**config.mk**
```make
export PLATFORM = sky130hd
export DESIGN_NAME = reader_writer_lock_arbiter_top
export DESIGN_NICKNAME = d
export VERILOG_FILES = /design/src/rtl/rwl_pkg.sv /design/src/rtl/rwl_dp.sv /design/src/rtl/rwl_ctrl.sv /design/src/rtl/reader_writer_lock_arbiter_top.sv
export SDC_FILE = /design/constraint.sdc
export NUM_CORES = 1
export LEC_CHECK = 0
export BUFFER_PORTS_ARGS = -buffer_cell sky130_fd_sc_hd__buf_2
export CAP_MARGIN = 0
export CORE_MARGIN = 2
export CORE_UTILIZATION = 61
export CTS_BUF_LIST = sky130_fd_sc_hd__clkbuf_16
export DETAILED_ROUTE_END_ITERATION = 7
export PLACE_DENSITY = 0.79
export SYNTH_ARGS = -nofsm -noshare
export SYNTH_HDL_FRONTEND = slang
export SYNTH_HIERARCHICAL = 1
export SYNTH_SLANG_ARGS = --single-unit
```
**constraint.sdc**
```tcl
create_clock -name clk -period 4.45 [get_ports clk]
set_input_delay 0.6675 -clock clk [delete_from_list [all_inputs] [get_ports clk]]
set_output_delay 0.6675 -clock clk [all_outputs]
set_load 0.05 [all_outputs]
```
**src/rtl/rwl_pkg.sv**
```systemverilog
// ----------------------------------------------------------------------------
// rwl_pkg
// Shared constants, codes and control types of the readers-writer lock
// arbiter.
// ----------------------------------------------------------------------------
package rwl_pkg;

  localparam int RWL_QUEUE_DEPTH = 16;
  localparam int RWL_MAX_READERS = 255;
  localparam int REQUESTERS      = 256;
  localparam int MAX_RESULTS     = 16;
  localparam int GW              = $clog2(MAX_RESULTS);

  localparam logic [2:0] OP_RLOCK    = 3'd0;
  localparam logic [2:0] OP_WLOCK    = 3'd1;
  localparam logic [2:0] OP_RTRY     = 3'd2;
  localparam logic [2:0] OP_WTRY     = 3'd3;
  localparam logic [2:0] OP_RUNLOCK  = 3'd4;
  localparam logic [2:0] OP_WUNLOCK  = 3'd5;
  localparam logic [2:0] OP_DOWNGRADE = 3'd6;

  localparam logic [2:0] EV_RGRANT   = 3'd0;
  localparam logic [2:0] EV_WGRANT   = 3'd1;
  localparam logic [2:0] EV_QUEUED   = 3'd2;
  localparam logic [2:0] EV_TRYFAIL  = 3'd3;
  localparam logic [2:0] EV_RELEASED = 3'd4;
  localparam logic [2:0] EV_FULL     = 3'd5;
  localparam logic [2:0] EV_MISUSE   = 3'd6;

  typedef logic [7:0] req_map_t [256];

  function automatic req_map_t build_req_map();
    req_map_t m;
    for (int i = 0; i < 256; i++) begin
      m[i] = 8'(i % REQUESTERS);
    end
    return m;
  endfunction

  localparam req_map_t REQ_MAP = build_req_map();

  typedef struct packed {
    logic load;
    logic exec;
    logic step;
  } rwl_cmd_t;

  typedef struct packed {
    logic first_more;
    logic step_more;
  } rwl_sts_t;

endpackage

```
**src/rtl/rwl_dp.sv**
```systemverilog
// ----------------------------------------------------------------------------
// rwl_dp
// Lock state, wait queue memory, request decode and result register.
// ----------------------------------------------------------------------------
module rwl_dp import rwl_pkg::*; #(
  parameter int QUEUE_DEPTH = RWL_QUEUE_DEPTH,
  parameter int MAX_READERS = RWL_MAX_READERS
) (
  input  logic       clk,
  input  logic       rst_n,
  input  logic [2:0] in_operation,
  input  logic [7:0] in_requester,
  input  rwl_cmd_t   cmd,
  output rwl_sts_t   sts,
  output logic [2:0] out_event_res,
  output logic [7:0] out_who,
  output logic       out_last,
  output logic [7:0] out_readers_now
);

  localparam int QW = $clog2(QUEUE_DEPTH);
  localparam int FW = $clog2(QUEUE_DEPTH + 1);
  localparam int RW = $clog2(MAX_READERS + 1);

  localparam logic [1:0] WK_NONE = 2'd0;
  localparam logic [1:0] WK_ALL  = 2'd1;
  localparam logic [1:0] WK_RD   = 2'd2;

  logic [2:0]    op_r;
  logic [7:0]    req_r;
  logic [RW-1:0] rc_r;
  logic          wh_r;
  logic [QW-1:0] head_r;
  logic [FW-1:0] fill_r;
  logic [GW-1:0] gcnt_r;
  logic [8:0]    rd_r;
  logic [8:0]    rd2_r;
  logic [2:0]    ev_r;
  logic [7:0]    who_r;
  logic          last_r;
  logic [7:0]    rn_r;

  logic [8:0]    q_mem [QUEUE_DEPTH];

  logic [7:0]    req_m;
  logic [2:0]    ex_ev;
  logic [RW-1:0] ex_rc;
  logic          ex_wh;
  logic          ex_enq;
  logic [8:0]    ex_entry;
  logic [1:0]    ex_wake;
  logic          rc_lt_max;
  logic          q_full;
  logic          ent_w;
  logic          first_more;
  logic          step_more;
  logic [RW-1:0] rc_step;
  logic [QW-1:0] head_inc;
  logic [QW-1:0] head_nxt;
  logic [QW-1:0] head_nxt2;
  logic [QW:0]   tail_sum;
  logic [QW-1:0] tail;
  logic [RW+7:0] rn_ex;
  logic [RW+7:0] rn_st;

  assign req_m     = REQ_MAP[req_r];
  assign rc_lt_max = rc_r < RW'(MAX_READERS);
  assign q_full    = fill_r >= FW'(QUEUE_DEPTH);
  assign ent_w     = rd_r[8];

  assign head_inc  = (head_r == QW'(QUEUE_DEPTH - 1)) ? '0 : head_r + QW'(1);
  assign head_nxt  = cmd.step ? head_inc : head_r;
  assign head_nxt2 = (head_nxt == QW'(QUEUE_DEPTH - 1)) ? '0 : head_nxt + QW'(1);
  assign tail_sum  = (QW+1)'(head_r) + (QW+1)'(fill_r);
  assign tail      = (tail_sum >= (QW+1)'(QUEUE_DEPTH)) ?
                     QW'(tail_sum - (QW+1)'(QUEUE_DEPTH)) : QW'(tail_sum);

  always_comb begin
    ex_ev    = EV_MISUSE;
    ex_rc    = rc_r;
    ex_wh    = wh_r;
    ex_enq   = 1'b0;
    ex_entry = {1'b0, req_m};
    ex_wake  = WK_NONE;
    unique case (op_r)
      OP_RLOCK: begin
        if (!wh_r && rc_lt_max && (rc_r != '0 || fill_r == '0)) begin
          ex_ev = EV_RGRANT;
          ex_rc = rc_r + RW'(1);
        end else if (!q_full) begin
          ex_enq = 1'b1;
          ex_ev  = EV_QUEUED;
        end else begin
          ex_ev = EV_FULL;
        end
      end
      OP_WLOCK: begin
        ex_entry = {1'b1, req_m};
        if (!wh_r && rc_r == '0) begin
          ex_ev = EV_WGRANT;
          ex_wh = 1'b1;
        end else if (!q_full) begin
          ex_enq = 1'b1;
          ex_ev  = EV_QUEUED;
        end else begin
          ex_ev = EV_FULL;
        end
      end
      OP_RTRY: begin
        if (!wh_r && fill_r == '0 && rc_lt_max) begin
          ex_ev = EV_RGRANT;
          ex_rc = rc_r + RW'(1);
        end else begin
          ex_ev = EV_TRYFAIL;
        end
      end
      OP_WTRY: begin
        if (!wh_r && rc_r == '0) begin
          ex_ev = EV_WGRANT;
          ex_wh = 1'b1;
        end else begin
          ex_ev = EV_TRYFAIL;
        end
      end
      OP_RUNLOCK: begin
        if (!wh_r && rc_r != '0) begin
          ex_ev = EV_RELEASED;
          ex_rc = rc_r - RW'(1);
          if (rc_r == RW'(1)) begin
            ex_wake = WK_ALL;
          end
        end
      end
      OP_WUNLOCK: begin
        if (wh_r) begin
          ex_ev   = EV_RELEASED;
          ex_rc   = '0;
          ex_wh   = 1'b0;
          ex_wake = WK_ALL;
        end
      end
      OP_DOWNGRADE: begin
        if (wh_r) begin
          ex_ev   = EV_RGRANT;
          ex_rc   = RW'(1);
          ex_wh   = 1'b0;
          ex_wake = WK_RD;
        end
      end
      default: ex_ev = EV_MISUSE;
    endcase
  end

  // wake lookahead: head entry in rd_r, the one behind it in rd2_r
  assign first_more = (ex_wake != WK_NONE) && (fill_r != '0) &&
                      (ent_w ? (ex_wake == WK_ALL && ex_rc == '0) :
                               (ex_rc < RW'(MAX_READERS)));
  assign step_more  = !ent_w && (fill_r > FW'(1)) && !rd2_r[8] &&
                      (rc_r < RW'(MAX_READERS - 1)) &&
                      (gcnt_r < GW'(MAX_RESULTS - 2));

  assign sts.first_more = first_more;
  assign sts.step_more  = step_more;

  assign rc_step = ent_w ? rc_r : rc_r + RW'(1);
  assign rn_ex   = {8'b0, ex_rc};
  assign rn_st   = {8'b0, rc_step};

  always_ff @(posedge clk) begin
    if (!rst_n) begin
      rc_r   <= '0;
      wh_r   <= 1'b0;
      head_r <= '0;
      fill_r <= '0;
      gcnt_r <= '0;
    end else if (cmd.exec) begin
      rc_r   <= ex_rc;
      wh_r   <= ex_wh;
      gcnt_r <= '0;
      if (ex_enq) begin
        fill_r <= fill_r + FW'(1);
      end
    end else if (cmd.step) begin
      head_r <= head_inc;
      fill_r <= fill_r - FW'(1);
      if (ent_w) begin
        wh_r <= 1'b1;
      end else begin
        rc_r   <= rc_r + RW'(1);
        gcnt_r <= gcnt_r + GW'(1);
      end
    end
  end

  always_ff @(posedge clk) begin
    if (cmd.load) begin
      op_r  <= in_operation;
      req_r <= in_requester;
    end
    if (cmd.exec) begin
      ev_r   <= ex_ev;
      who_r  <= req_m;
      last_r <= !first_more;
      rn_r   <= rn_ex[7:0];
    end else if (cmd.step) begin
      ev_r   <= ent_w ? EV_WGRANT : EV_RGRANT;
      who_r  <= rd_r[7:0];
      last_r <= !step_more;
      rn_r   <= rn_st[7:0];
    end
  end

  always_ff @(posedge clk) begin
    if (cmd.exec && ex_enq) begin
      q_mem[tail] <= ex_entry;
    end
    rd_r  <= q_mem[head_nxt];
    rd2_r <= q_mem[head_nxt2];
  end

  assign out_event_res   = ev_r;
  assign out_who         = who_r;
  assign out_last        = last_r;
  assign out_readers_now = rn_r;

endmodule

```
**src/rtl/rwl_ctrl.sv**
```systemverilog
// ----------------------------------------------------------------------------
// rwl_ctrl
// Sequencer: takes a request, runs its decode step, then one wake grant per
// cycle while the result slot is free, and holds the result valid flag.
// ----------------------------------------------------------------------------
module rwl_ctrl import rwl_pkg::*; (
  input  logic     clk,
  input  logic     rst_n,
  input  logic     in_valid,
  output logic     in_ready,
  output logic     out_valid,
  input  logic     out_ready,
  input  rwl_sts_t sts,
  output rwl_cmd_t cmd
);

  localparam logic [1:0] S_IDLE = 2'd0;
  localparam logic [1:0] S_EXEC = 2'd1;
  localparam logic [1:0] S_WAKE = 2'd2;

  logic [1:0] state_r;
  logic [1:0] state_nxt;
  logic       out_valid_r;
  logic       out_valid_nxt;
  logic       slot_free;

  assign slot_free = !out_valid_r || out_ready;
  assign in_ready  = (state_r == S_IDLE);

  always_comb begin
    state_nxt = state_r;
    cmd       = '0;
    unique case (state_r)
      S_IDLE: begin
        if (in_valid) begin
          cmd.load  = 1'b1;
          state_nxt = S_EXEC;
        end
      end
      S_EXEC: begin
        if (slot_free) begin
          cmd.exec  = 1'b1;
          state_nxt = sts.first_more ? S_WAKE : S_IDLE;
        end
      end
      S_WAKE: begin
        if (slot_free) begin
          cmd.step  = 1'b1;
          state_nxt = sts.step_more ? S_WAKE : S_IDLE;
        end
      end
      default: state_nxt = S_IDLE;
    endcase
  end

  assign out_valid_nxt = (cmd.exec || cmd.step) ? 1'b1 :
                         (out_ready ? 1'b0 : out_valid_r);

  always_ff @(posedge clk) begin
    if (!rst_n) begin
      state_r     <= S_IDLE;
      out_valid_r <= 1'b0;
    end else begin
      state_r     <= state_nxt;
      out_valid_r <= out_valid_nxt;
    end
  end

  assign out_valid = out_valid_r;

endmodule

```
**src/rtl/reader_writer_lock_arbiter_top.sv**
```systemverilog
// ----------------------------------------------------------------------------
// reader_writer_lock_arbiter_top
// Read-preferring readers-writer lock manager with a FIFO of waiting
// requesters; reports grants, queueing, failures and wakeups as a stream.
// ----------------------------------------------------------------------------
// channel  dir  tdata fields (low bit up)                       tlast
// in_      in   operation[2:0] requester[10:3]                  -
// out_     out  event_res[2:0] who[10:3] readers_now[18:11]     last result
//
// a request is captured, then decoded and its first result registered
// each wake grant pops one queue entry, one queue pop per cycle while the
// result slot is free; the head entry is read from the queue memory ahead
// reset (rst_n low, synchronous) empties the queue and clears the lock state
// a stalled result holds the sequencer; the next request is taken while the
// last result of the previous one waits
// ----------------------------------------------------------------------------
module reader_writer_lock_arbiter_top import rwl_pkg::*; #(
  parameter int QUEUE_DEPTH = RWL_QUEUE_DEPTH,
  parameter int MAX_READERS = RWL_MAX_READERS
) (
  input  logic        clk,
  input  logic        rst_n,
  input  logic        in_tvalid,
  output logic        in_tready,
  input  logic [15:0] in_tdata,   // operation[2:0], requester[10:3]
  output logic        out_tvalid,
  input  logic        out_tready,
  output logic [23:0] out_tdata,  // event_res[2:0], who[10:3], readers_now[18:11]
  output logic        out_tlast
);

  rwl_cmd_t   cmd;
  rwl_sts_t   sts;
  logic [2:0] ev;
  logic [7:0] who;
  logic [7:0] rn;

  rwl_ctrl u_ctrl (
    .clk       (clk),
    .rst_n     (rst_n),
    .in_valid  (in_tvalid),
    .in_ready  (in_tready),
    .out_valid (out_tvalid),
    .out_ready (out_tready),
    .sts       (sts),
    .cmd       (cmd)
  );

  rwl_dp #(
    .QUEUE_DEPTH (QUEUE_DEPTH),
    .MAX_READERS (MAX_READERS)
  ) u_dp (
    .clk             (clk),
    .rst_n           (rst_n),
    .in_operation    (in_tdata[2:0]),
    .in_requester    (in_tdata[10:3]),
    .cmd             (cmd),
    .sts             (sts),
    .out_event_res   (ev),
    .out_who         (who),
    .out_last        (out_tlast),
    .out_readers_now (rn)
  );

  assign out_tdata = {5'b0, rn, who, ev};

  a_load_blocks: assert property (@(posedge clk) disable iff (!rst_n)
    cmd.load |=> !in_tready)
    else $error("intake open while a transaction is in progress");

  a_no_overwrite: assert property (@(posedge clk) disable iff (!rst_n)
    (cmd.exec || cmd.step) |-> (!out_tvalid || out_tready))
    else $error("result register overwritten before transfer");

  a_wake_not_last: assert property (@(posedge clk) disable iff (!rst_n)
    (cmd.exec && sts.first_more) |=> (out_tvalid && !out_tlast))
    else $error("first result marked last although a wake follows");

endmodule
```
Yosys cells after proc, flatten, opt, wreduce, memory -nomap -nowiden

Memories as Yosys holds them, arrays and structs flattened. A register that Yosys moved wholly into a read port is not among the register bits.
Index checks and enable logic that the tools add are counted.

Add/sub/neg operators: 9
$lt $le $gt $ge: 8
Equal/unequal tests: 18
Mux-type cells: 65
Bitwise gates (word level): 3
Reductions and logical operators: 41

Operator list:

| operator            | number |
|---|---|
| $mux 8              | 12 |
| $pmux 8 s5          | 1 |
| $lt 8x8->1 const B  | 3 |
| $mux 1              | 22 |
| $mux 2              | 11 |
| $pmux 3 s7          | 1 |
| $mux 3              | 6 |
| $logic_not 8->1     | 2 |
| $mux 4              | 4 |
| $mux 5              | 3 |
| $logic_and 1x1->1   | 14 |
| $add 4x1->4 const B | 3 |
| $pmux 2 s3          | 2 |
| $ge 5x5->1 const B  | 2 |
| $eq 3x3->1 const B  | 3 |
| $ge 9x9->1 const B  | 1 |
| $mux 9              | 1 |
| $not 8->9           | 1 |
| $add 8x1->8 const B | 1 |
| $eq 4x4->1 const B  | 2 |
| $eq 8x1->1 const B  | 1 |
| $reduce_bool 2->1   | 4 |
| $reduce_bool 8->1   | 1 |
| $sub 8x1->8 const B | 1 |
| 26 further kinds    | 42 |

Flip-flop bits (word level): 56
RAM bits: 144
Bits in read-only memories: 2048
Bits of input ports: 20
Output and inout port bits: 27
Logic and storage cells: 159
Memories kept: 2

Memories:

| name            | depth | width | rd ports | clocked after memory_dff | wr ports | RTL line     | RTL |
|---|---|---|---|---|---|---|---|
| (no name shown) | 256   | 8     | 1        | 0                        | 0        | rwl_dp.sv:66 | `assign req_m = REQ_MAP[req_r];` |
| u_dp.q_mem      | 16    | 9     | 2        | 2                        | 1        | rwl_dp.sv:43 | `logic [8:0] q_mem [QUEUE_DEPTH];` |

Logic depth before layout (Yosys ltp)

Gate-level depths: netlist of run 1.

Depth after elaboration: 12
Mapped depth: 17

Hierarchy

Netlist of run 1, hierarchy kept.

By module, submodules not included:

| module                         | times used | cells each | area an instance (um^2) | seq. area each (um^2) |
|---|---|---|---|---|
| rwl_dp                         | 1          | 689        | 9694.3                  | 5895.7 |
| rwl_ctrl                       | 1          | 15         | 171.4                   | 60.1 |
| reader_writer_lock_arbiter_top | 1          | 6          | 41.3                    | 0.0 |

Least setup slack after synthesis of run 1

Ideal clock, no wire load.

Path type: register to register
From: reg u_ctrl.out_valid_r, in the netlist u_ctrl/out_valid
To: reg u_dp.rd2_r[8] (read register of u_dp.q_mem)
Data arrival time: 3.404 ns
Data required time: 4.378 ns
Path slack: 0.974 ns
Cell stages (with the launch flop): 16
Clock period less this slack: 3.476 ns
Cells stage by stage: dfxtp_1 > nor2b_4 > nor2b_1 > buf_2 > mux2i_1 > inv_1 > clkbuf_1 > clkbuf_1 > ha_1 > and2b_2 > mux2i_1 > nor2_1 > mux2_2 > a2111oi_0 > a31oi_1 > mux2i_1

RTL lines:

| item                   | RTL line       | RTL |
|---|---|---|
| start, declared        | rwl_ctrl.sv:23 | `logic out_valid_r;` |
| start signal, assigned | rwl_ctrl.sv:65 | `out_valid_r <= out_valid_nxt;` |
| end, declared          | rwl_dp.sv:37   | `logic [8:0] rd2_r;` |

==> results of run 1 <==
worst max-delay path, delay by kind of cell, from the launching register on:
kind / cells / cell delay, ns
DFF: 1 / 0.42
AOI/OAI and AO/OA: 3 / 1.00
and+or+nand+nor: 5 / 1.16
buffers and inverters: 1 / 0.03
adders and majority gates: 1 / 0.24
muxes: 3 / 0.91
cell type report:
type / count / area, µm² / area share, %
Sequential cell: 210 / 5960 / 54.4
Multi-Input combinational cell: 438 / 3640 / 33.2
Clock buffer: 23 / 576 / 5.26
Timing Repair Buffer: 54 / 315 / 2.88
Tap cell: 216 / 270 / 2.47
Clock inverter: 17 / 105 / 0.961
Inverter: 20 / 82.6 / 0.755
flip-flops by register name, indices dropped and copies added (netlist names), 4 cells and up:
name	cells
u_dp/rd_r	9
u_dp/q_mem	144
u_dp/fill_r	5
u_dp/req_r	8
u_dp/rc_r	8
u_dp/gcnt_r	4
u_dp/out_readers_now	8
u_dp/head_r	4
u_dp/out_who	8
layout by cell type, fill, tap and decap left out, types with 13 or more instances in the layout:
| cell type | n |
|---|---|
| a21oi_1 | 37 |
| o21ai_0 | 23 |
| xnor2_1 | 15 |
| ha_1 | 13 |
| clkbuf_16 | 23 |
| nor3_1 | 17 |
| nand3_1 | 14 |
| edfxtp_1 | 175 |
| mux4_1 | 34 |
| inv_1 | 30 |
| buf_2 | 36 |
| nand2_1 | 46 |
| nor2_1 | 69 |
| buf_4 | 18 |
| dfxtp_1 | 35 |
routing by layer:
layer	global-route usage, %	vias to the layer above
met2	44.4	414
met4	9.30	0
met5	0	-
met1	36.0	3198
li1	-	2830
met3	3.55	60
cell families after synthesis:
group,synth area share [%]
flip-flops,60.1
adder cells (fa/ha/maj),1.84
XOR/XNOR,2.21
buffers and inverters,3.32
AO/OA/AOI/OAI,8.59
AND/OR/NAND/NOR,10.2
multiplexers,13.7
other,0.0379
report_power, final:
part           total [mW]  internal [mW]  switching, mW
clock network        1.72          0.989          0.734
logic               0.254         0.0803          0.173
registers            2.21           2.16         0.0551
total                4.19           3.23          0.963
worst max path at each step:
stage / end / start / cells past startpoint / slack (ns)
floorplan: u_dp/rd2_r[8]$_DFF_P_ / u_ctrl/out_valid$_SDFFE_PN0P_ / 15 / 0.97
CTS: u_dp/rd2_r[8]$_DFF_P_ / u_ctrl/state_r[1]$_SDFFE_PN0P_ / 13 / 0.65
global placement: u_dp/rd2_r[8]$_DFF_P_ / out_tready / 14 / 0.63
detailed placement: u_dp/rd2_r[8]$_DFF_P_ / out_tready / 14 / 0.51
global route: u_dp/rd2_r[8]$_DFF_P_ / u_ctrl/state_r[1]$_SDFFE_PN0P_ / 13 / 0.37
finish: u_dp/rd2_r[8]$_DFF_P_ / u_ctrl/state_r[1]$_SDFFE_PN0P_ / 13 / 0.62
stage by stage:
stage | instance area, µm² | power [mW] | setup slack, ns
floorplan | 9920 | 2.43 | 0.974
global placement | 10300 | 2.49 | 0.628
detailed placement | 10300 | 2.50 | 0.508
CTS | 10900 | 4.21 | 0.648
global route | 10900 | 4.32 | 0.371
finish | 10900 | 4.19 | 0.621
==> flow_metrics.py, run 1 <==
metrics = {
    "sta": {
        "maxSlewViolCount": 0,
        "period_needed_ns": 3.83,
        "fin_crit_sh_pct": 86.1,
        "fin_setup_tns_ns": 0,
        "hold_viol": 0,
        "hold_slack_ns": 0.315,
        "finClkSkew_ns": 0.0272,
        "fmax_ghz": 0.261,
        "rsz0062_at_grt": "false",
        "max_slew.worst_pin.slew_ns": 1.02,
        "slew_headroom_pct": 31.7,
        "setup_viol": 0,
    },
    "die": {
        "die-area_um2": 17300,
        "die_x_um": 131,
        "initial_core_util_pct": 62.4,
        "rows": 46,
        "die_y_um": 131,
        "core_um2": 15900,
        "io_pins": 47,
    },
    "route": {
        "wl_met2_um": 11300,
        "wl_um": 22800,
        "postRouteAntennaNets": 0,
        "vias_per_cell": 6.65,
        "drt-initial-drc-count": 848,
        "highest_layer": "met4",
        "met3_length_um": 1810,
        "dr.pass1.iters": 5,
        "drc": 0,
        "wl_per_cell_um": 23.3,
        "vias": 6502,
        "drt-met1-wl_um": 9060,
    },
    "place": {
        "port_buffers": 36,
        "dp_hpwl_um": 14600,
        "dp.cells": 938,
        "routabilityCongestion": 0.917,
    },
    "hold_path": {
        "min_from": "in_tdata[8]",
        "min_to": "u_dp/req_r[5]$_DFFE_PP_",
        "min_path_cells": 1,
        "hold_path_class": "input pin to register",
    },
    "critical_path": {
        "worstReg2RegEnd": "u_dp/rd2_r[8]$_DFF_P_",
        "endpoint_kind": "register",
        "cp.arrival_ns": 4.27,
        "crit_path_max_fanout": 10,
        "r2r.worst_path.cells": 13,
        "crit_path_start_kind": "register",
        "worst_path_largest_cell_delay_ns": 0.55,
        "critPathSlowestCell": "a2111oi_0",
        "critical_path_required_ns": 4.89,
        "worst_path_most_repeated_cell": "mux2i_1",
        "crit_type": "register to register",
        "r2r-start": "u_ctrl/state_r[1]$_SDFFE_PN0P_",
        "reg2reg_slack_ns": 0.62,
        "path_cells": "nor2b_2 -> nor2b_1 -> nand2b_1 -> o21a_2 -> inv_8 -> ha_1 -> and2b_2 -> mux2i_1 -> nor2_1 -> mux2_2 -> a2111oi_0 -> a31oi_1 -> mux2i_1",
    },
    "synthesis": {
        "synth_cells": 710,
        "synth_edf_count": 175,
        "syn_avg_cell_area_um2": 14.0,
        "ys_types": 77,
        "synth_top_area_cell": "edfxtp_1",
        "synth-seq-area-share_pct": 60.1,
        "synthArstFlopShare_pct": 0,
        "synth_ff_type": "edfxtp_1",
        "synth_seq_cells": 210,
        "yosysMostFrequentCell": "edfxtp_1",
        "synth_top_area_share_pct": 53.0,
        "yosys-top-cells-count": "edfxtp_1 (175), nor2_1 (69), nand2_1 (46), a21oi_1 (37), dfxtp_1 (35)",
        "synth.area.top_cells": "edfxtp_1 (53%), mux4_1 (9.0%), dfxtp_1 (7.1%)",
        "netlist_area_um2": 9910,
        "synth_warnings": 6,
    },
    "cells_and_area": {
        "areaGrowthSynthToFinish_pct": 10.4,
        "n_antenna_cell": 0,
        "drive_gt1_share_pct": 15.4,
        "finalNetCount": 780,
        "nFillCells": 1073,
        "fin_util_pct": 68.9,
        "layoutNonFillerInstCount": 978,
    },
    "job": {
        "max_cap_viol_count": 0,
    },
    "clock_tree": {
        "htree_levels": 1,
        "clkSinkCount": 210,
        "holdBufCountCts": 0,
        "cts_resized": 0,
        "clk_latency_ns": 0.53,
        "cts_root_buffer": "clkbuf_16",
        "post_cts_buffers": 0,
        "cts_tree": "done",
        "numCtsBuffers": 22,
        "cts_buffer_depth": 3,
        "clkTransAtPathRegs_ns": 0.06,
    },
    "global_routing": {
        "overflow": 0,
        "grt_pass1_vias": 6178,
        "grt_pass1_wl_um": 35400,
        "grt_max_degree": 45,
        "grt_use_total_pct": 26.5,
        "antenna_found_initial": 0,
    },
    "power_and_ir_drop": {
        "ir_drop_mv": 0.348,
        "powerDensity_nw_per_um2": 383,
        "power.leakage_nw": 3.81,
    },
    "run_status": {
        "status": "finished clean",
    },
}
No activity file was read; power rests on OpenSTA's default activity.
==> inputs of run 2 (changes only) <==
--- a/config.mk
+++ b/config.mk
@@ -14,5 +14,4 @@
 export PLACE_DENSITY = 0.79
 export SYNTH_ARGS = -nofsm -noshare
 export SYNTH_HDL_FRONTEND = slang
-export SYNTH_HIERARCHICAL = 1
 export SYNTH_SLANG_ARGS = --single-unit
==> run 2 against run 1 <==
  * Final cell count grew 13%
  * Maximum frequency grew 10%
  * Synthesized cell count grew 19%
  * Worst hold slack gained 0.0040 ns
  * Utilization shrank 0.24 points
  * Sequential power is essentially flat
  * First-iteration DRC count shrank 15%
  * Register-to-register slack gained 0.35 ns
  * Sequential cell count is the same
  * Wire length grew 2.0%
  * Critical path type unchanged
==> flow_metrics.py, run 2 <==
metrics = {
    "synthesis": {
        "syn_avg_cell_area_um2": 11.5,
        "yosysMostFrequentCell": "edfxtp_1",
        "synth_warnings": 0,
        "synth_compound_area_share_pct": 15.2,
        "synth_edf_count": 175,
        "synth_top_area_share_pct": 53.7,
        "synth_fa_ha_area_share_pct": 2.00,
        "synthSimpleGateAreaFrac_pct": 15.4,
        "yosys.area_share.xor_xnor_pct": 2.24,
        "synth_mux_area_share_pct": 0.780,
        "synth.area.top_cells": "edfxtp_1 (54%), dfxtp_1 (7.2%), nand2_1 (5.5%)",
        "synth-seq-area-share_pct": 60.9,
        "synth_top_family_by_area": "simple AND/OR/NAND/NOR gates",
        "synthArstFlopShare_pct": 0,
        "synth_seq_cells": 210,
        "synth_top_area_cell": "edfxtp_1",
        "synth_cells": 847,
        "ys_types": 75,
        "yosys-top-cells-count": "edfxtp_1 (175), nand2_1 (143), and2_1 (48), nor2_1 (48), a211oi_1 (47)",
        "netlist_area_um2": 9780,
        "synth_ff_type": "edfxtp_1",
    },
    "critical_path": {
        "critPathSlowestCell": "or4_1",
        "cp_top_family": "compound AO/OA/AOI/OAI gates",
        "crit_type": "register to register",
        "worst_path_largest_cell_delay_ns": 0.52,
        "crit_path_max_fanout": 11,
        "path_buf_inv": 0,
        "r2r.worst_path.cells": 10,
        "cp.arrival_ns": 3.86,
        "crit_path_start_kind": "register",
        "critical_path_required_ns": 4.83,
        "path_cells": "ha_1 -> and3_2 -> a21oi_2 -> o211a_1 -> nor4b_1 -> a31o_1 -> or4_1 -> nor4_2 -> o21a_1 -> a2bb2oi_2",
        "endpoint_kind": "register",
        "cp_num_cells": 10,
    },
    "clock_tree": {
        "holdBufCountCts": 0,
        "post_cts_buffers": 0,
        "clk_latency_ns": 0.52,
        "htree_levels": 1,
        "cts_resized": 0,
        "cts_root_buffer": "clkbuf_16",
        "cts_buffer_depth": 3,
        "clkTransAtPathRegs_ns": 0.06,
        "cts_tree": "done",
        "numCtsBuffers": 22,
        "clkSinkCount": 210,
    },
    "power_and_ir_drop": {
        "ir_drop_mv": 0.371,
        "powerDensity_nw_per_um2": 376,
        "power.leakage_nw": 3.82,
    },
    "route": {
        "vias_per_cell": 6.35,
        "dr.pass1.iters": 5,
        "postRouteAntennaNets": 0,
        "drt-initial-drc-count": 721,
        "wl_um": 23200,
        "vias": 7024,
        "drc": 0,
        "wl_per_cell_um": 21.0,
    },
    "cells_and_area": {
        "largest_register": "u_dp.q_mem",
        "multi_input_area_um2": 3540,
        "final_common_cell": "edfxtp_1",
        "n_antenna_cell": 0,
        "areaGrowthSynthToFinish_pct": 10.7,
        "nFillCells": 1142,
        "finalNetCount": 911,
        "drive_gt1_share_pct": 12.5,
        "largest_reg_flops": 144,
        "register_area_um2": 5960,
        "reg_top3": "u_dp.q_mem x144, u_dp.rd_r x9",
        "final_cell_mix": "edfxtp_1 (175), nand2_1 (143), and2_1 (48), nor2_1 (48), a211oi_1 (47)",
    },
    "sta": {
        "finClkSkew_ns": 0.0280,
        "fmax_ghz": 0.287,
        "fin_setup_tns_ns": 0,
        "hold_viol": 0,
        "setup_slack_ns": 0.971,
        "slew_headroom_pct": 31.9,
        "max_slew.worst_pin.slew_ns": 1.02,
        "fin_crit_sh_pct": 78.2,
        "setup_viol": 0,
        "rsz0062_at_grt": "false",
        "maxSlewViolCount": 0,
        "period_needed_ns": 3.48,
    },
    "place": {
        "dp_worst_setup_slack_ns": 0.954,
        "routabilityCongestion": 0.915,
        "port_buffers": 36,
        "dp_hpwl_um": 14800,
    },
    "die": {
        "die-area_um2": 17100,
        "rows": 46,
        "die_x_um": 131,
        "initial_core_util_pct": 62.0,
        "core_um2": 15800,
        "die_y_um": 131,
        "io_pins": 47,
    },
    "global_routing": {
        "grt_max_degree": 74,
        "grt_use_total_pct": 27.6,
        "grt_pass1_wl_um": 35700,
        "antenna_found_initial": 0,
        "grt_pass1_vias": 6572,
        "overflow": 0,
    },
    "hold_path": {
        "min_path_cells": 1,
        "hold_path_class": "input pin to register",
    },
    "run_status": {
        "status": "finished clean",
    },
    "job": {
        "max_cap_viol_count": 0,
    },
}
==> run 2: layout make-up <==
cell class	instances	area share [%]
inverter	15	0.520
multi-input combinational	568	32.7
clock inverter	16	0.959
clock buffer	22	5.09
timing repair buffer	59	3.26
sequential	210	55.0
tap	216	2.50
==> run 2: logic make-up (layout without fill, tap and decap cells) <==
kind of cell	after synthesis	in the layout
xor gates and xnor gates	25	25
and+or+nand+nor	309	309
adders and majority gates	15	15
buffers and inverters	73	112
DFF	210	210
AOI/OAI and AO/OA	209	209
muxes	5	5
other	1	5
==> run 2: per-layer routing <==
layer  up-vias  wire (µm)  GRT usage [%]
li1       3211          -              -
met1      3426       9750           40.2
met2       338      11000           44.5
met3        49       1900           3.58
met4         0        560           7.20
met5         -          0              0
==> run 2: power breakdown <==
group | switching (mW) | total (mW) | internal [mW] | leakage (nW)
registers | 0.0421 | 2.20 | 2.16 | 1.88
logic | 0.164 | 0.232 | 0.0687 | 1.60
clock network | 0.736 | 1.64 | 0.908 | 0.340
==> run 2: final timing paths <==
kind | from | end | slack, ns
min reg2reg | u_dp.rd_r[3]$_DFF_P_ | u_dp.out_who[3]$_DFFE_PP_ | 0.51
min | in_tdata[1] | u_dp.op_r[1]$_DFFE_PP_ | 0.32
max reg2reg | u_dp.rc_r[0]$_SDFFE_PN0P_ | u_dp.out_last$_DFFE_PP_ | 0.97
max | u_dp.rc_r[0]$_SDFFE_PN0P_ | u_dp.out_last$_DFFE_PP_ | 0.97
==> run 2: worst reg2reg max path, cell delays in order, from the launching register on <==
cell and delay (ns):
dfxtp_1 0.45, ha_1 0.31, and3_2 0.28, a21oi_2 0.42, o211a_1 0.40, nor4b_1 0.10, a31o_1 0.25, or4_1 0.52
nor4_2 0.26, o21a_1 0.23, a2bb2oi_2 0.13
==> run 2: through the flow <==
| step | cells | hold WS [ns] | util (%) | power [mW] | instance area, µm² |
|---|---|---|---|---|---|
| floorplan | 851 | 0.473 | - | 2.40 | 9790 |
| global placement | 1068 | 0.493 | 64.5 | 2.46 | 10200 |
| detailed placement | 1068 | 0.504 | 64.5 | 2.47 | 10200 |
| CTS | 1106 | 0.306 | 68.6 | 4.09 | 10800 |
| global route | 1106 | 0.307 | 68.6 | 4.18 | 10800 |
| finish | 1106 | 0.319 | 68.6 | 4.07 | 10800 |
==> inputs of run 3 (changes only) <==
--- a/config.mk
+++ b/config.mk
@@ -5,13 +5,14 @@
 export SDC_FILE = /design/constraint.sdc
 export NUM_CORES = 1
 export LEC_CHECK = 0
+export ABC_AREA = 1
 export BUFFER_PORTS_ARGS = -buffer_cell sky130_fd_sc_hd__buf_2
 export CAP_MARGIN = 0
 export CORE_MARGIN = 2
-export CORE_UTILIZATION = 61
+export CORE_UTILIZATION = 55
 export CTS_BUF_LIST = sky130_fd_sc_hd__clkbuf_16
 export DETAILED_ROUTE_END_ITERATION = 7
-export PLACE_DENSITY = 0.79
+export PLACE_DENSITY = 0.76
 export SYNTH_ARGS = -nofsm -noshare
 export SYNTH_HDL_FRONTEND = slang
 export SYNTH_SLANG_ARGS = --single-unit
==> constraint.sdc (replaced) <==
create_clock -name clk -period 2.8 [get_ports clk]
set_input_delay 0.42 -clock clk [delete_from_list [all_inputs] [get_ports clk]]
set_output_delay 0.42 -clock clk [all_outputs]
set_load 0.05 [all_outputs]
==> run 3 against run 2 <==
  * Sequential cell count stayed put
  * Highest routed layer unchanged
  * Sequential power is 59% higher
  * Clock skew hardly changed
  * Setup slack worse by 0.83 ns
  * Critical path type unchanged
  * Largest cell class unchanged
  * Worst hold slack worse by 0.25 ns
==> flow_metrics.py, run 3 <==
metrics = {
    "die": {
        "die_x_um": 136,
        "core_um2": 17200,
        "die-area_um2": 18500,
        "die_y_um": 136,
        "rows": 48,
        "initial_core_util_pct": 55.8,
        "io_pins": 47,
    },
    "place": {
        "routabilityCongestion": 0.925,
        "dp_hpwl_um": 15000,
        "dp_worst_setup_slack_ns": 0.132,
        "port_buffers": 36,
    },
    "run_status": {
        "status": "finished clean",
    },
    "synthesis": {
        "yosys-top-cells-count": "edfxtp_1 (175), nand2_1 (135), nor2_1 (133), o21ai_0 (105), inv_1 (79)",
        "synth.area.top_cells": "edfxtp_1 (55%), dfxtp_1 (7.3%), o21ai_0 (5.5%)",
        "synth_top_area_share_pct": 54.8,
        "syn_avg_cell_area_um2": 10.3,
        "yosysMostFrequentCell": "edfxtp_1",
        "synth_seq_cells": 210,
        "synth_cells": 935,
        "synth_ff_type": "edfxtp_1",
        "synth-seq-area-share_pct": 62.1,
        "synthArstFlopShare_pct": 0,
        "netlist_area_um2": 9590,
        "synth_warnings": 0,
        "synth_top_area_cell": "edfxtp_1",
        "synth_edf_count": 175,
        "ys_types": 49,
    },
    "job": {
        "max_cap_viol_count": 0,
    },
    "sta": {
        "slew_headroom_pct": 59.3,
        "fin_setup_tns_ns": 0,
        "max_slew.worst_pin.slew_ns": 0.610,
        "maxSlewViolCount": 0,
        "rsz0062_at_grt": "true",
        "hold_viol": 0,
        "setup_viol": 0,
        "setup_slack_ns": 0.137,
        "finClkSkew_ns": 0.0281,
        "period_needed_ns": 2.66,
        "fin_crit_sh_pct": 95.1,
        "fmax_ghz": 0.375,
    },
    "clock_tree": {
        "htree_levels": 1,
        "clk_latency_ns": 0.53,
        "cts_root_buffer": "clkbuf_16",
        "numCtsBuffers": 22,
        "clkSinkCount": 210,
        "clkTransAtPathRegs_ns": 0.06,
        "cts_tree": "done",
        "cts_buffer_depth": 3,
    },
    "cells_and_area": {
        "areaGrowthSynthToFinish_pct": 15.5,
        "final_cell_mix": "edfxtp_1 (175), nand2_1 (134), nor2_1 (132)",
        "n_antenna_cell": 0,
        "drive_gt1_share_pct": 15.6,
        "largest_register": "u_dp.q_mem",
        "largest_reg_flops": 144,
        "nFillCells": 1372,
        "final_common_cell": "edfxtp_1",
        "reg_top3": "u_dp.q_mem x144, u_dp.rd_r x9",
        "finalNetCount": 1054,
    },
    "global_routing": {
        "grt_pass1_wl_um": 35600,
        "grt_max_degree": 82,
        "grt_pass1_vias": 6924,
        "overflow": 0,
        "antenna_found_initial": 0,
        "grt_use_total_pct": 25.0,
    },
    "route": {
        "postRouteAntennaNets": 0,
        "wl_um": 22800,
        "dr.pass1.iters": 7,
        "vias_per_cell": 5.79,
        "vias": 7301,
        "drc": 0,
        "wl_per_cell_um": 18.1,
        "drt-initial-drc-count": 803,
    },
    "hold_path": {
        "hold_path_class": "input pin to register",
    },
    "critical_path": {
        "critical_path_required_ns": 3.05,
        "crit_type": "register to register",
        "crit_path_max_fanout": 6,
        "crit_path_start_kind": "register",
        "cp.arrival_ns": 2.91,
        "endpoint_kind": "register",
    },
    "power_and_ir_drop": {
        "ir_drop_mv": 0.588,
        "powerDensity_nw_per_um2": 599,
        "total_power_mw": 6.64,
        "power.leakage_nw": 4.37,
    },
}
-- run 3: cell types whose count changed after synthesis, sizes merged, moves of 24 or more --
cell    change
a211oi     -47
nor2       +91
nand3      +30
a31oi      -24
and2       -49
inv        +72
o21ai      +88
o211ai     +25
-- run 3: worst paths after layout --
path                               start                           to  slack, ns  depth (start not counted)
min reg2reg  u_dp.gcnt_r[1]$_SDFFE_PP0P_  u_dp.gcnt_r[1]$_SDFFE_PP0P_       0.51                          2
max reg2reg    u_dp.rc_r[0]$_SDFFE_PN0P_      u_dp.out_last$_DFFE_PP_       0.14                         15
min                          in_tdata[2]       u_dp.op_r[2]$_DFFE_PP_       0.07                          1
max            u_dp.rc_r[0]$_SDFFE_PN0P_      u_dp.out_last$_DFFE_PP_       0.14                         15
-- run 3: worst max-delay path: stages (launching register included) --
cell	delay (ns)
dfxtp_1	0.43
ha_1	0.24
nand2_1	0.07
nor2_1	0.26
nand2_1	0.15
nand3_1	0.14
buf_4	0.14
nand2_1	0.05
nand2_1	0.08
nand4_1	0.21
nor2_1	0.17
nand2_1	0.09
o21ai_1	0.13
nand3_1	0.11
nor2_1	0.10
a21oi_1	0.04
-- run 3: routing by layer --
layer	up-vias	global-route usage, %	part of all wire (%)
li1	3468	-	-
met4	0	9.78	3.2
met1	3462	32.8	41
met2	323	42.1	49
met5	-	0	0
met3	48	3.58	6.9
-- run 3: area by class of cell --
type | instances | area, µm² | share of cell area [%]
multi-input cells | 600 | 3190 | 28.8
clock buffers | 23 | 576 | 5.19
clock inverters | 17 | 96.3 | 0.869
flip-flops and latches | 210 | 5960 | 53.8
well taps | 225 | 282 | 2.54
inverters | 89 | 334 | 3.01
repair buffers | 96 | 647 | 5.84
-- run 3: power breakdown --
| part | total, mW | internal (mW) | leakage (nW) | switching, mW |
|---|---|---|---|---|
| sequential | 3.49 | 3.43 | 1.88 | 0.0585 |
| combinational | 0.472 | 0.139 | 2.13 | 0.334 |
| clock | 2.67 | 1.49 | 0.365 | 1.18 |
| total | 6.64 | 5.06 | 4.37 | 1.57 |
-- run 3: cells by family after synthesis --
kind of cell	count (synthesis)	share of synthesized area [%]
AOI/OAI and AO/OA	224	14.1
xor gates and xnor gates	9	1.02
adders and majority gates	15	2.03
buffers and inverters	129	5.32
DFF	210	62.1
other	1	0.0391
and+or+nand+nor	347	15.4
-- run 3: stage by stage --
step | util (%) | cells | hold slack (ns) | instance area, µm²
after floorplan | - | 939 | 0.471 | 9610
after global placement | 60.3 | 1219 | 0.489 | 10400
after detailed placement | 60.3 | 1219 | 0.496 | 10400
after CTS | 64.2 | 1259 | 0.0530 | 11000
after global routing | 64.5 | 1260 | 0.0492 | 11100
final | 64.5 | 1260 | 0.0670 | 11100
-- run 3: timing repair --
item / CTS / global route
hold buffers: 0 / 0
buffers inserted: 0 / 1
resized for setup: 0 / 10
endpoints found under the setup margin: 0 / 149
